$ cat src/rtl/core/amrb_pkg.sv
`timescale 1ns / 1ps
// ============================================================================
// amrb_pkg
// Shared constants, types and helpers for the audio mix ring buffer core.
// ============================================================================
package amrb_pkg;

    localparam int RING_DEPTH = 32768;
    localparam int PTR_W      = $clog2(RING_DEPTH);
    localparam int CFG_W      = 15;
    localparam int CMP_W      = (PTR_W > CFG_W) ? PTR_W : CFG_W;
    localparam int CHAN_W     = 8;
    localparam int SUM_W      = 11;
    localparam int SAMPLE_W   = 16;
    localparam int FILL_OUT_W = 15;

    localparam logic [CFG_W-1:0] PREFILL_RESET = 15'd8192;

    // Divide by five: floor(x * 1639 / 8192) is exact for x up to 1275
    localparam int              MIX_SHIFT = 13;
    localparam int              PROD_W    = 22;
    localparam logic [10:0]     MIX_RECIP = 11'd1639;
    localparam logic [8:0]      MIX_BIAS  = 9'd128;

    localparam logic signed [16:0] SAT_HI = 17'sd32767;
    localparam logic signed [16:0] SAT_LO = -17'sd32768;

    localparam logic [1:0] KIND_PUSH   = 2'd0;
    localparam logic [1:0] KIND_PULL   = 2'd1;
    localparam logic [1:0] KIND_REOPEN = 2'd2;
    localparam logic [1:0] KIND_FLUSH  = 2'd3;

    typedef logic [PTR_W-1:0] ptr_t;

    typedef struct packed {
        logic capture;
        logic mix;
        logic scale;
        logic push;
        logic pull;
        logic pop;
        logic reopen;
        logic flush;
    } amrb_cmd_t;

    typedef struct packed {
        logic pop_go;
    } amrb_status_t;

    function automatic ptr_t ptr_inc(input ptr_t p);
        if (p == PTR_W'(RING_DEPTH - 1))
            return '0;
        else
            return p + 1'b1;
    endfunction

    function automatic ptr_t ring_fill(input ptr_t wp, input ptr_t rp);
        logic [PTR_W:0] wide;
        wide = {1'b0, wp} + (PTR_W + 1)'(RING_DEPTH) - {1'b0, rp};
        if (wp >= rp)
            return wp - rp;
        else
            return wide[PTR_W-1:0];
    endfunction

endpackage

$ cat src/rtl/core/amrb_ctrl.sv
`timescale 1ns / 1ps
// ============================================================================
// amrb_ctrl
// Sequencer for the audio mix ring buffer: one command at a time.
// ============================================================================
module amrb_ctrl
(
    input  logic                  clk,
    input  logic                  rst_n,
    input  logic                  start,
    input  logic [1:0]            kind,
    input  amrb_pkg::amrb_status_t status,
    output amrb_pkg::amrb_cmd_t   cmd,
    output logic                  busy,
    output logic                  done
);
    import amrb_pkg::*;

    typedef enum logic [7:0] {
        ST_IDLE  = 8'b0000_0001,
        ST_MIX   = 8'b0000_0010,
        ST_SCALE = 8'b0000_0100,
        ST_PUSH  = 8'b0000_1000,
        ST_PULL  = 8'b0001_0000,
        ST_POP   = 8'b0010_0000,
        ST_CTRL  = 8'b0100_0000,
        ST_DONE  = 8'b1000_0000
    } state_t;

    state_t     state_reg;
    state_t     state_next;
    logic [1:0] kind_reg;
    logic [1:0] kind_next;
    logic       accept;

    assign accept = start && (state_reg == ST_IDLE);

    always_comb
    begin
        state_next = state_reg;
        kind_next  = kind_reg;
        case (state_reg)
            ST_IDLE:
            begin
                if (start)
                begin
                    kind_next = kind;
                    case (kind)
                        KIND_PUSH: state_next = ST_MIX;
                        KIND_PULL: state_next = ST_PULL;
                        default:   state_next = ST_CTRL;
                    endcase
                end
            end
            ST_MIX:   state_next = ST_SCALE;
            ST_SCALE: state_next = ST_PUSH;
            ST_PUSH:  state_next = ST_DONE;
            ST_PULL:  state_next = status.pop_go ? ST_POP : ST_DONE;
            ST_POP:   state_next = ST_DONE;
            ST_CTRL:  state_next = ST_DONE;
            ST_DONE:  state_next = ST_IDLE;
            default:  state_next = ST_IDLE;
        endcase
    end

    always_ff @(posedge clk or negedge rst_n)
    begin
        if (!rst_n)
        begin
            state_reg <= ST_IDLE;
            kind_reg  <= KIND_PUSH;
        end
        else
        begin
            state_reg <= state_next;
            kind_reg  <= kind_next;
        end
    end

    always_comb
    begin
        cmd         = '0;
        cmd.capture = accept;
        cmd.mix     = (state_reg == ST_MIX);
        cmd.scale   = (state_reg == ST_SCALE);
        cmd.push    = (state_reg == ST_PUSH);
        cmd.pull    = (state_reg == ST_PULL);
        cmd.pop     = (state_reg == ST_POP);
        cmd.reopen  = (state_reg == ST_CTRL) && (kind_reg == KIND_REOPEN);
        cmd.flush   = (state_reg == ST_CTRL) && (kind_reg == KIND_FLUSH);
    end

    assign busy = (state_reg != ST_IDLE);
    assign done = (state_reg == ST_DONE);

    a_done_single: assert property (@(posedge clk) disable iff (!rst_n)
        done |=> !done)
        else $error("result beat longer than one cycle");

    a_accept_busy: assert property (@(posedge clk) disable iff (!rst_n)
        accept |=> busy && !done)
        else $error("accepted beat did not start work");

    a_pop_after_pull: assert property (@(posedge clk) disable iff (!rst_n)
        cmd.pop |-> $past(cmd.pull) && $past(status.pop_go))
        else $error("pop without a pull that found data");

endmodule

$ cat config.mk
export PLATFORM = sky130hd
export DESIGN_NAME = amrb_ctrl
export DESIGN_NICKNAME = d
export VERILOG_FILES = /design/src/rtl/core/amrb_pkg.sv /design/src/rtl/core/amrb_ctrl.sv
export SDC_FILE = /design/constraint.sdc
export NUM_CORES = 1
export LEC_CHECK = 0
export BUFFER_PORTS_ARGS = -buffer_cell sky130_fd_sc_hd__buf_4
export CAP_MARGIN = 10
export CORE_AREA = 2 2 39 41
export CTS_CLUSTER_SIZE = 20
export DETAILED_ROUTE_END_ITERATION = 16
export DIE_AREA = 0 0 41 43
export PLACE_DENSITY_LB_ADDON = 0.12
export SKIP_CTS_REPAIR_TIMING = 1
export SLEW_MARGIN = 20
export SYNTH_ARGS = -nofsm -noshare
export SYNTH_HDL_FRONTEND = slang
export SYNTH_SLANG_ARGS = --single-unit
$ cat constraint.sdc
create_clock -name clk -period 1.6 [get_ports clk]
set_input_delay 0 -clock clk [delete_from_list [all_inputs] [get_ports clk]]
set_output_delay 0 -clock clk [all_outputs]
set_load 0.005 [all_outputs]
# Word level (Yosys, flattened, before mapping)

Index checks and enable logic that the tools add are counted.

Flip-flop bits (word level): 10
Input bits: 6
Output and inout bits: 10
Word-level logic and storage cells: 25

Equality and inequality tests: 13
Mux-type cells: 4
Reduce and logical (&&, ||, !) cells: 6

Operators by type and width:

| operator             | number |
|---|---|
| $pmux W8 S5          | 1 |
| $mux W8              | 2 |
| $pmux W7 S2          | 1 |
| $eq A8 B1 Y1 const B | 1 |
| $eq A8 B2 Y1 const B | 1 |
| $eq A8 B3 Y1 const B | 1 |
| $eq A8 B4 Y1 const B | 1 |
| $eq A8 B5 Y1 const B | 1 |
| $eq A8 B6 Y1 const B | 1 |
| $eq A8 B7 Y1 const B | 1 |
| $eq A8 B8 Y1 const B | 1 |
| $ne A8 B1 Y1 const B | 1 |
| $eq A2 B2 Y1 const B | 2 |
| $logic_and A1 B1 Y1  | 3 |
| $reduce_or A3 Y1     | 1 |
| $eq A2 B1 Y1 const B | 1 |
| $logic_not A2 Y1     | 1 |
| $ne A2 B2 Y1 const B | 1 |
| $reduce_and A2 Y1    | 1 |

# Longest topological paths before layout

Depth in word-level cells: 4
Gate-level depth with buffers: 6

# Least setup slack after synthesis

OpenSTA, ideal clock, no wires.

Path kind: register to register
Start point: register state_reg[3]
End point: register kind_reg[0]
Arrival: 1.384 ns
Required time: 1.475 ns
Path slack: 0.091 ns
Cell stages (with the launch flop): 5
Cells stage by stage: dfrtp_1 nor4_2 and4b_4 nand2_4 mux2_4

Cells in the longest elaborated chain, start to end: 2

Ends and longest elaborated chain:

| item                               | line            | text |
|---|---|---|
| start, declared                    | amrb_ctrl.sv:30 | `state_t state_reg;` |
| start signal, assigned             | amrb_ctrl.sv:75 | `state_reg <= state_next;` |
| $eq A8 B1 Y1                       | amrb_ctrl.sv:42 | `case (state_reg)` |
| $reduce_and A2 Y1 (no source line) | n/a             |  |
| end signal, assigned               | amrb_ctrl.sv:76 | `kind_reg <= kind_next;` |
| end, declared                      | amrb_ctrl.sv:32 | `logic [1:0] kind_reg;` |

Every way passes these cells.
A chain may end at the register's enable or synchronous reset.

==> flow_summary_export.csv <==
group,metric,value,unit
global_route,overflow,0,
critical_path,crit_type,"flip-flop to output pin",
critical_path,start_kind,"flip-flop",
min_path,hp-class,"input pin to asynchronous set/reset pin",
finish,final_util,60.8,%
critical_path,required,1600,ps
detailed_routing,num_vias,480,
detailed_routing,final_antenna_net_count,0,
global_route,grt_pass1_wl,1760,microns
placed_design,pre_cts_slack,122,ps
yosys,ys_warn_count,0,
yosys,yosysSeqAreaShare,45.3,%
floorplan,die_h,43,microns
floorplan,die_area,1760,sq um
timing,maxSlewHeadroom,81.5,%
clock_network,cts_num_sinks,10,
detailed_routing,drt-initial-drc-count,4,
pwr,p_switching,0.359,mW
critical_path,crit_path_max_fanout,4,
detailed_routing,wl,1240,microns
global_route,grt_start_max_net_pins,11,
finish,num_antenna_cells,0,
yosys,synth_seq_cells,10,
pwr,power_density,1270,nW/um^2
clock_network,clkTransAtPathRegs,70,ps
finish,largest_reg_flops,8,
timing,hold_viol_final,0,
detailed_routing,routedWlPerCell,12.9,microns
finish,nets,87,
placed_design,dp.cells,85,
clock_network,cts-root-buf,"clkbuf_4",
timing,finalCriticalPeriod,1560,ps
yosys,syn_area,556,sq um
detailed_routing,post_drt_via_cell_ratio,5.00,
pwr,internal-power,0.708,mW
placed_design,gp_congestion,0.712,
timing,setup_ws,35.8,ps
finish,regArea,253,sq um
detailed_routing,dr.pass1.iters,4,
flow_run,drv_cap,0,
placed_design,place.detailed.hpwl,838,microns
timing,worst_pin_slew,275,ps
clock_network,clkLatencyLatePin,260,ps
finish,fin_cells,96,
critical_path,rr_worst_depth,4,
yosys,yosys_most_used_dff,"dfrtp_1",
timing,finalCritPeriodShare,97.8,%
finish,multi_input_area,310,sq um
timing,setup_viol,0,
yosys,synth_cells,53,
timing,max_clock_freq,639,MHz
clock_network,clk_path_buf_depth,2,
global_route,grt_pass1_vias,407,
clock_network,tritoncts,"built",
clock_network,cts_max_level,1,
timing,drv_slew,0,
yosys,syn-num-nets,59,
pwr,swShare,33.6,%
yosys,synth_edf_count,0,
timing,fin_skew,3.13,ps
floorplan,start_util,40.1,%
floorplan,core_area,1380,sq um
finish,drive_gt1_share,56.3,%
clock_network,cts_buffers,3,
detailed_routing,drc,0,
pwr,power_frac_clock,21.2,%
floorplan,io_pins,16,
pwr,leakage,0.421,nW
finish,syn_to_final_growth,51.6,%
critical_path,worstPathArrival,1560,ps
critical_path,endpoint_kind,"output pin",
floorplan,die_w,41,microns
timing,setup-tns-final,0,ps
pwr,power_frac_seq,35.6,%
timing,hold_ws,94.6,ps
pwr,p_comb_share,43.2,%
yosys,ys_async_sr_fraction,100,%
finish,fill_cells,131,
pwr,peakVddDrop,0.763,mV
placed_design,portBuffers,15,
global_route,grt_antenna_before_repair,0,
timing,grt_setup_unrepaired,"true",
yosys,ys_types,28,
global_route,grt_util_all_layers,15.3,%
run_status,outcome,"finished, final reports clean",
floorplan,num_rows,14,
yosys,synth_area_per_cell,10.5,sq um
-- worst max-delay path, stage by stage, from the launching register on --
cell and delay [ps]:
dfrtp_1 400, nor4_2 310, buf_4 180, nand2_4 70
nor3b_4 210, buf_4 140
-- final timing paths --
check                              from  slack [ps]      endpoint
max in group asynchronous         rst_n        1290  state_reg[0]
hold reg to reg             kind_reg[1]         510   kind_reg[1]
hold / removal                    rst_n          90  state_reg[2]
min in group clk                kind[0]         450  state_reg[1]
setup reg to reg           state_reg[5]          90   kind_reg[0]
setup / recovery           state_reg[5]          40        cmd[3]
-- cell families after synthesis --
logic type / count (synthesis) / synth area share (%)
and+or+nand+nor: 28 / 35.1
DFF: 10 / 45.3
buffers and inverters: 7 / 6.30
AOI/OAI and AO/OA: 5 / 7.43
xor gates and xnor gates: 2 / 3.15
muxes: 1 / 2.70
-- power by group through the flow --
| stage | registers (mW) | clock network, mW | logic [mW] |
|---|---|---|---|
| 3_3_place_gp | 0.370 | 0 | 0.388 |
| 4_1_cts | 0.365 | 0.229 | 0.394 |
| 5_1_grt | 0.388 | 0.250 | 0.504 |
| 6_report | 0.380 | 0.226 | 0.461 |
| 2_1_floorplan | 0.352 | 0 | 0.290 |
| 3_5_place_dp | 0.370 | 0 | 0.392 |
-- final cells by class --
cell class	instances	share of cell area, %
inverters	4	1.78
multi-input cells	36	36.8
well taps	16	2.38
flip-flops and latches	10	30.0
repair buffers	26	24.7
clock buffers	4	4.31
-- stage by stage --
| stage | total power, mW | area, sq um |
|---|---|---|
| after floorplan | 0.642 | 556 |
| after global placement | 0.759 | 698 |
| after detailed placement | 0.762 | 698 |
| after CTS | 0.988 | 734 |
| after global routing | 1.14 | 842 |
| final | 1.07 | 842 |
-- layout by cell type (no fill, tap or decap), types with 2 or more instances in the layout --
cell type / count
and3_1: 3
nor2_4: 2
buf_4: 21
and3_2: 2
clkbuf_4: 3
dfrtp_1: 8
nand2_4: 2
xnor2_1: 2
nor2_1: 6
dlygate4sd3_1: 5
nor3b_1: 2
inv_1: 3
-- cells in the mapped netlist, drive strengths merged (2+ instances only) --
library cell,n,area [sq um]
dfrtp,9,225
nor2,8,30.0
and3,5,33.8
inv,4,15.0
nor3b,4,35.0
and4b,2,25.0
buf,2,15.0
nand2,2,15.0
xnor2,2,17.5
-- per-layer routing --
metal / track usage [%] / share of wire [%] / routed length (microns)
met5: 0 / 0 / 0
met4: 10.0 / 1.2 / 15
met3: 3.14 / 2.7 / 33
met2: 19.7 / 50 / 613
met1: 22.4 / 46 / 575
Note: power is estimated with default switching activity, not from simulation.
